[src/idt_pkg.sv]
// Shared types, constants and decode for the instruction dependency tracker.
`default_nettype none

package idt_pkg;

  localparam int NameCountDef = 64;
  localparam int IdWidthDef   = 10;
  localparam int NameW        = 6;
  localparam int IdFieldW     = 10;
  localparam int KindW        = 3;

  typedef enum logic [KindW-1:0] {
    KindAdd   = 3'd0,
    KindSub   = 3'd1,
    KindLw    = 3'd2,
    KindSw    = 3'd3,
    KindBeq   = 3'd4,
    KindBnq   = 3'd5,
    KindOther = 3'd6
  } kind_e;

  typedef struct packed {
    logic             use_a;
    logic             use_b;
    logic [NameW-1:0] name_a;
    logic [NameW-1:0] name_b;
    logic             produces;
    logic [NameW-1:0] dest;
  } dec_t;

  // Operand roles per instruction kind.
  function automatic dec_t decode(logic [KindW-1:0] kind, logic [NameW-1:0] op1,
                                  logic [NameW-1:0] op2, logic [NameW-1:0] op3);
    dec_t d;
    d = '0;
    case (kind)
      KindAdd, KindSub: begin
        d.use_a = 1'b1;  d.name_a = op2;
        d.use_b = 1'b1;  d.name_b = op3;
        d.produces = 1'b1;  d.dest = op1;
      end
      KindLw: begin
        d.use_a = 1'b1;  d.name_a = op2;
        d.produces = 1'b1;  d.dest = op1;
      end
      KindSw: begin
        d.use_a = 1'b1;  d.name_a = op1;
        d.produces = 1'b1;  d.dest = op2;
      end
      KindBeq, KindBnq: begin
        d.use_a = 1'b1;  d.name_a = op1;
        d.use_b = 1'b1;  d.name_b = op2;
      end
      default: begin
        d = '0;
      end
    endcase
    return d;
  endfunction

endpackage

`default_nettype wire

[src/idt_writer_mem.sv]
// Producer id memory: one write port, two registered read ports.
`default_nettype none

module idt_writer_mem
  import idt_pkg::*;
#(
  parameter int Depth = NameCountDef,
  parameter int Width = IdWidthDef,
  localparam int AddrW = (Depth > 1) ? $clog2(Depth) : 1
) (
  input  wire logic             clk_i,
  input  wire logic             we_i,
  input  wire logic [AddrW-1:0] waddr_i,
  input  wire logic [Width-1:0] wdata_i,
  input  wire logic [AddrW-1:0] raddr_a_i,
  input  wire logic [AddrW-1:0] raddr_b_i,
  output logic      [Width-1:0] rdata_a_o,
  output logic      [Width-1:0] rdata_b_o
);

  logic [Width-1:0] mem_q [Depth];
  logic [Width-1:0] rd_a_q;
  logic [Width-1:0] rd_b_q;

  // Read-before-write on a same-address collision.
  always_ff @(posedge clk_i) begin
    if (we_i) begin
      mem_q[waddr_i] <= wdata_i;
    end
    rd_a_q <= mem_q[raddr_a_i];
    rd_b_q <= mem_q[raddr_b_i];
  end

  assign rdata_a_o = rd_a_q;
  assign rdata_b_o = rd_b_q;

endmodule

`default_nettype wire

[src/instruction_dependency_tracker_core.sv]
// Top level of the read-after-write instruction dependency tracker.
`default_nettype none

// Usage:
//   Input channel: an item (one decoded instruction) is taken at a rising edge
//   with start_i high and busy_o low. busy_o never rises, so one item can be
//   taken every cycle. start_req_i on an item clears the producer table
//   before that item's lookup.
//   Result channel: valid_o pulses for one cycle, in the cycle after the
//   item was taken, with the lookup for source a and source b. Results are
//   not held: the receiver must take them in that cycle.
//   Throughput is one item per cycle; results come from the registered
//   read of the producer id memory. Its write happens in the accept cycle, so
//   the next item's read already sees it and needs no forwarding.
//   Valid bits per name live in flip-flops and clear at reset; the id memory
//   needs no clear and its data is only used for names with a set valid bit.
//   Tokens at or beyond NAME_COUNT are never recorded and never found.
//   Reset (rst_ni low, asynchronous) drops any pending result and clears
//   the table.

module instruction_dependency_tracker_core
  import idt_pkg::*;
#(
  parameter int NAME_COUNT = NameCountDef,
  parameter int ID_WIDTH   = IdWidthDef
) (
  input  wire logic                clk_i,
  input  wire logic                rst_ni,
  input  wire logic                start_i,
  output logic                     busy_o,
  input  wire logic [KindW-1:0]    kind_i,
  input  wire logic                start_req_i,
  input  wire logic [IdFieldW-1:0] instr_id_i,
  input  wire logic [NameW-1:0]    op1_name_i,
  input  wire logic [NameW-1:0]    op2_name_i,
  input  wire logic [NameW-1:0]    op3_name_i,
  output logic                     valid_o,
  output logic                     src_a_found_o,
  output logic [NameW-1:0]         src_a_name_o,
  output logic [IdFieldW-1:0]      src_a_writer_o,
  output logic                     src_b_found_o,
  output logic [NameW-1:0]         src_b_name_o,
  output logic [IdFieldW-1:0]      src_b_writer_o
);

  localparam int IdxW = (NAME_COUNT > 1) ? $clog2(NAME_COUNT) : 1;

  logic accept;
  dec_t dec;

  assign busy_o = 1'b0;
  assign accept = start_i && !busy_o;
  assign dec    = decode(kind_i, op1_name_i, op2_name_i, op3_name_i);

  // Token to table index, with range check against NAME_COUNT.
  logic [IdxW+NameW-1:0] ext_a, ext_b, ext_d;
  logic [IdxW-1:0]       idx_a, idx_b, idx_d;
  logic                  rng_a, rng_b, rng_d;

  assign ext_a = {{IdxW{1'b0}}, dec.name_a};
  assign ext_b = {{IdxW{1'b0}}, dec.name_b};
  assign ext_d = {{IdxW{1'b0}}, dec.dest};
  assign idx_a = ext_a[IdxW-1:0];
  assign idx_b = ext_b[IdxW-1:0];
  assign idx_d = ext_d[IdxW-1:0];
  assign rng_a = (32'(dec.name_a) < NAME_COUNT);
  assign rng_b = (32'(dec.name_b) < NAME_COUNT);
  assign rng_d = (32'(dec.dest) < NAME_COUNT);

  // Valid bits: cleared by a start item, then the produced name is set.
  logic [NAME_COUNT-1:0] wvalid_q, wvalid_d;
  logic                  rec;

  assign rec = accept && dec.produces && rng_d;

  always_comb begin
    wvalid_d = wvalid_q;
    if (accept && start_req_i) begin
      wvalid_d = '0;
    end
    if (rec) begin
      wvalid_d[idx_d] = 1'b1;
    end
  end

  // Lookup sees the table after a start clear but before this item's record.
  logic hit_a, hit_b;
  assign hit_a = dec.use_a && rng_a && !start_req_i && wvalid_q[idx_a];
  assign hit_b = dec.use_b && rng_b && !start_req_i && wvalid_q[idx_b];

  // Producer ids.
  logic [ID_WIDTH+IdFieldW-1:0] id_ext;
  logic [ID_WIDTH-1:0]          wr_a, wr_b;

  assign id_ext = {{ID_WIDTH{1'b0}}, instr_id_i};

  idt_writer_mem #(
    .Depth(NAME_COUNT),
    .Width(ID_WIDTH)
  ) u_mem (
    .clk_i     (clk_i),
    .we_i      (rec),
    .waddr_i   (idx_d),
    .wdata_i   (id_ext[ID_WIDTH-1:0]),
    .raddr_a_i (idx_a),
    .raddr_b_i (idx_b),
    .rdata_a_o (wr_a),
    .rdata_b_o (wr_b)
  );

  // Result stage, aligned with the memory read data.
  logic             valid_q;
  logic             found_a_q, found_b_q;
  logic [NameW-1:0] name_a_q, name_b_q;

  always_ff @(posedge clk_i or negedge rst_ni) begin
    if (!rst_ni) begin
      valid_q  <= 1'b0;
      wvalid_q <= '0;
    end else begin
      valid_q  <= accept;
      wvalid_q <= wvalid_d;
    end
  end

  always_ff @(posedge clk_i) begin
    if (accept) begin
      found_a_q <= hit_a;
      found_b_q <= hit_b;
      name_a_q  <= dec.use_a ? dec.name_a : '0;
      name_b_q  <= dec.use_b ? dec.name_b : '0;
    end
  end

  logic [IdFieldW+ID_WIDTH-1:0] wr_a_ext, wr_b_ext;
  assign wr_a_ext = {{IdFieldW{1'b0}}, wr_a};
  assign wr_b_ext = {{IdFieldW{1'b0}}, wr_b};

  assign valid_o        = valid_q;
  assign src_a_found_o  = found_a_q;
  assign src_a_name_o   = name_a_q;
  assign src_a_writer_o = found_a_q ? wr_a_ext[IdFieldW-1:0] : '0;
  assign src_b_found_o  = found_b_q;
  assign src_b_name_o   = name_b_q;
  assign src_b_writer_o = found_b_q ? wr_b_ext[IdFieldW-1:0] : '0;

endmodule

`default_nettype wire
[config.mk]
export PLATFORM = sky130hd
export DESIGN_NAME = instruction_dependency_tracker_core
export DESIGN_NICKNAME = d
export VERILOG_FILES = /design/src/idt_pkg.sv /design/src/idt_writer_mem.sv /design/src/instruction_dependency_tracker_core.sv
export SDC_FILE = /design/constraint.sdc
export NUM_CORES = 1
export LEC_CHECK = 0
export ABC_AREA = 0
export BUFFER_PORTS_ARGS = -buffer_cell sky130_fd_sc_hd__buf_2
export CORE_ASPECT_RATIO = 1.25
export CORE_UTILIZATION = 61
export CTS_BUF_LIST = sky130_fd_sc_hd__clkbuf_16
export DETAILED_ROUTE_END_ITERATION = 12
export PLACE_DENSITY = 0.78
export SYNTH_ARGS = -nofsm -noshare
export SYNTH_HDL_FRONTEND = slang
export SYNTH_HIERARCHICAL = 1
export SYNTH_SLANG_ARGS = --single-unit
[constraint.sdc]
create_clock -name clk_i -period 4.52 [get_ports clk_i]
set_clock_uncertainty 0.2 [all_clocks]
set_input_delay 0.904 -clock clk_i [delete_from_list [all_inputs] [get_ports clk_i]]
set_output_delay 0.904 -clock clk_i [all_outputs]
set_load 0.005 [all_outputs]
==> results.env <==
PLACEDINSTANCEAREA_SQ_UM=37000
AVGROUTEDWIREPERCELL_UM=33.5
DRC_ERRORS=0
CP_COMMON_CELL='sky130_fd_sc_hd__buf_12'
CTS_POST_SETUP_BUFFERS_INSERTED=0
SEQCELLAREA_SQ_UM=21700
PWR_DENSITY_CELL_nW_PER_UM2=394
CRITICAL-PATH-TOP-DELAY-FAMILY='buffers and inverters'
POSTCTSHOLDBUFS=0
CLK_TRANSITION_REPORTED_PATHS_PS=60
WORST-PATH-BUF-INV=4
YOSYS.AREA.TOP_TYPE='sky130_fd_sc_hd__edfxtp_1'
GLOBAL_ROUTE.USAGE.MET1_PCT=45.1
FINAL-MAX-SLEW-VIOLATION-COUNT=0
ASYNCSETRESETFLOPFRACSYNTH_PCT=8.80
POWER.STATIC_LEAKAGE_nW=13.0
FIRST_GLOBAL_VIAS=21800
STATUS='finished clean'
DIE_AREA_SQ_UM=58400
PLACE_WORST_SETUP_SLACK_PS=73.9
CLOCK-SINKS=739
SHARE_OF_SYNTHESIZED_CELL_AREA_IN_AND_OR_NAND_AND_NOR_GATES_PCT=4.90
FLOORPLAN.CORE_AREA_SQ_UM=56400
MIN_PERIOD_PS=3960
POSTROUTEANTENNANETS=0
IO_BUFFERS=69
SHARE_OF_FINAL_LAYOUT_STANDARD_CELLS_STRONGER_THAN_DRIVE_STRENGTH_1_PCT=31.1
SHARE_OF_YOSYS_CELL_AREA_CLAIMED_BY_THE_TOP_AREA_CELL_TYPE_PCT=56.1
POSTCTSRESIZEDCELLS=0
SYN_INST=1993
FILL_CELLS=3470
PLACED_CELLS_INCL_TAPS=2826
DIEHEIGHT_UM=270
PERIOD_SHARE_PCT=87.6
SYNTHXORXNORAREAFRAC_PCT=0
FINAL_SUM_OF_NEGATIVE_SETUP_SLACK_PS=0
CRIT_PATH_CELL_TRACE='buf_2, buf_4, mux2i_1, nor2_4, buf_12, buf_12, nor2_1, a21oi_1, o21ai_0, nand2_1'
CRIT_PATH_MAX_FANOUT=25
MULTI_INPUT_COMBINATIONAL_CELL_AREA_SQ_UM=12500
MAXCAPVIOLATIONS=0
AREAGROWTHSYNTHTOFINISH_PCT=12.2
TIMING.CRITICAL_PATH.ARRIVAL_PS=4240
TIMING.FMAX_MHz=253
LEAST_SETUP_SLACK_ACROSS_ALL_PATHS_AFTER_LAYOUT_PS=561
REGTOREGSTARTPOINT='u_mem/mem_q[27][7]'
FLOORPLAN.INITIALDENSITY_PCT=62.1
WORST_R2R_PATH_DEPTH=5
CLOCK_TREE.HTREE_LEVEL_COUNT=3
DETAILROUTE.VIA_COUNT=21900
NETS=2193
SHARE_OF_THE_CORE_FILLED_WITH_CELLS_PCT=69.7
CRIT_PATH_TOP_DELAY_CELL='sky130_fd_sc_hd__nor2_1'
SEQ_AREA_FRAC_SYNTH_PCT=61.8
SYNTH_TOP_FLOP_CELL='sky130_fd_sc_hd__edfxtp_1'
HOLD_VIOLATIONS=0
MAPPEDNETLISTAREA_SQ_UM=35000
SYNTH-EDFF-COUNT=654
YS_SEQ_ELEMENTS=739
GRT_PASS1_WL_MM=146
DIEWIDTH_UM=216
SLEW_HEADROOM_PCT=12.7
NUMBER_OF_ANTENNA_VIOLATIONS_AT_THE_FIRST_CHECK_IN_GLOBAL_ROUTING=2
GLOBAL_ROUTE.USAGE.MET2_PCT=54.9
CRITICAL-PATH-MAX-STAGE-DELAY_PS=690
TRITONCTS='done'
DRT_WL_TOTAL_MM=98.9
YOSYS_WARNINGS=6
CTS-ROOT-BUF='sky130_fd_sc_hd__clkbuf_16'
LAYOUTNONFILLERINSTCOUNT=2955
CTS-ROOT-TO-SINK-BUFFERS=3
CRITPATHKIND='input port to flop'
IR_DROP_mV=0.371
CRITICAL_PATH.STARTPOINT_TYPE='input port'
HOLD_CRIT_PATH_TYPE='input port to asynchronous set/reset pin'
SYNTH.AVG_CELL_AREA_SQ_UM=17.6
WORSTSETUPENDPOINTTYPE='flop'
YS_TYPES=64
FLOORPLAN.ROWS=97
GLOBAL_ROUTE_USAGE_SUM_PCT=34.5
CRIT_REQUIRED_PS=4800
POST_DRT_VIA_CELL_RATIO=7.42
GP_CONGESTION=0.934
SYNTH_TOP_FAMILY_BY_AREA='multiplexers'
SYNTH.MUX.AREA_FRACTION_PCT=26.1
DETAILEDPLACEMENTHPWL_MM=64.4
YOSYS-TOP-CELLS-AREA='sky130_fd_sc_hd__edfxtp_1 (56%), sky130_fd_sc_hd__mux4_2 (20%), sky130_fd_sc_hd__dfrtp_1 (4.6%), sky130_fd_sc_hd__mux2i_1 (3.3%), sky130_fd_sc_hd__mux4_1 (1.8%)'
CTS_BUFFERS=72
WORST_R2R_DST='u_mem/rdata_b_o[7]'
GRT_BUSIEST_LAYER='met2'
FINAL_AREA_SQ_UM=39300
SETUP_VIOL=0
WORST-SLEW-PIN-TRANSITION_PS=1310
DRTITER0DRC=2994
GRT_UTIL_MET3_PCT=7.00
SYNTH_NETS=2028
SYNTH-COMPOUND-AREA-SHARE_PCT=4.56
BOUNDARYPINS=71
ANTENNA_CELLS=0
SYNTH_AREA_IN_ADDERS_PCT=0
CLOCK_INSERTION_DELAY_WORST_SKEW_PS=630
PIN_COUNT_OF_THE_BIGGEST_NET_ENTERING_GLOBAL_ROUTING=65
RSZ0062_AT_GRT='false'
GRT-OVFL-TOTAL=0
RRSETUPSLACK_PS=2000
FIRSTDRTPASSITERS=5
WORST_SETUP_PATH_STARTPOINT='kind_i[2]'
## through the flow
step,total power (W),hold slack [ps]
detailed placement,0.00957,291
global placement,0.00954,280
CTS,0.0155,147
finish,0.0155,154
global route,0.0158,201
floorplan,0.00886,260
## worst register-to-register path, delay by kind of cell, from the launching register on
kind / cells / cell delay [ps]
flops: 1 / 410
mux: 2 / 810
compound gates: 3 / 940
## sequential cells by signal, summed over array words and instances, names as in the netlist
register	cells
src_a_found_o	1
src_a_name_o	6
src_b_found_o	1
src_b_name_o	6
u_mem/mem_q	640
u_mem/rdata_a_o	10
u_mem/rdata_b_o	10
valid_o	1
wvalid_q	64
## cells by family (layout without fill, tap and decap cells)
kind of cell	after synthesis	in the layout
muxes	472	472
buffers and inverters	150	370
AOI/OAI and AO/OA	254	254
and+or+nand+nor	377	377
DFF	739	739
other	1	1
## layout make-up
cell class	count	share of cell area (%)
Sequential cell	739	55.1
Multi-Input combinational cell	1104	31.9
Timing Repair Buffer	233	4.58
Inverter	8	0.0955
Tap cell	742	2.36
Clock inverter	53	1.11
Clock buffer	76	4.84
## power breakdown
group	internal, W	switching (W)
Combinational	0.000796	0.00110
Clock	0.00345	0.00255
Sequential	0.00753	0.0000625
## synthesized netlist by cell type, types with 24 or more instances
cell type / count
sky130_fd_sc_hd__nand3_1: 24
sky130_fd_sc_hd__buf_2: 40
sky130_fd_sc_hd__a21oi_1: 32
sky130_fd_sc_hd__nor3_1: 25
sky130_fd_sc_hd__o22ai_1: 41
sky130_fd_sc_hd__mux4_2: 318
sky130_fd_sc_hd__dfrtp_1: 65
sky130_fd_sc_hd__edfxtp_1: 654
sky130_fd_sc_hd__mux4_1: 24
sky130_fd_sc_hd__clkbuf_1: 46
sky130_fd_sc_hd__mux2i_1: 114
sky130_fd_sc_hd__o21ai_0: 96
sky130_fd_sc_hd__nand2_1: 101
sky130_fd_sc_hd__nor2_1: 145
## how the worst max path moves through the flow
| stage | endpoint | slack (ps) | depth (start not counted) |
|---|---|---|---|
| detailed placement | u_mem/rdata_b_o[7] | 70 | 10 |
| CTS | u_mem/rdata_b_o[7] | 670 | 10 |
| global placement | u_mem/rdata_b_o[3] | 70 | 10 |
| global route | u_mem/rdata_b_o[7] | 540 | 10 |
| finish | u_mem/rdata_b_o[3] | 560 | 10 |
| floorplan | u_mem/rdata_b_o[2] | 560 | 12 |
## routing by layer
metal  wire length, um  vias to the layer above  part of all wire, %
met5                29                        -                0.029
li1                  -                     8635                    -
met2             48200                     1798                   49
met1             32900                    11100                   33
met3             11900                      373                   12
met4              5830                        4                  5.9
## placed cells by master, fill, tap and decap left out, types with 20 or more instances in the layout
cell type / instances
sky130_fd_sc_hd__dfxtp_1: 20
sky130_fd_sc_hd__buf_4: 146
sky130_fd_sc_hd__edfxtp_1: 654
sky130_fd_sc_hd__mux2i_1: 114
sky130_fd_sc_hd__clkbuf_16: 76
sky130_fd_sc_hd__dfrtp_1: 65
sky130_fd_sc_hd__mux4_2: 318
sky130_fd_sc_hd__o22ai_1: 39
sky130_fd_sc_hd__o21ai_0: 96
sky130_fd_sc_hd__and2_1: 21
sky130_fd_sc_hd__buf_2: 69
sky130_fd_sc_hd__nor2_1: 141
sky130_fd_sc_hd__mux4_1: 24
sky130_fd_sc_hd__nand3_1: 24
sky130_fd_sc_hd__a21oi_1: 32
sky130_fd_sc_hd__nand2_1: 100
sky130_fd_sc_hd__nor3_1: 25
Power figures use the tool's default switching activity.
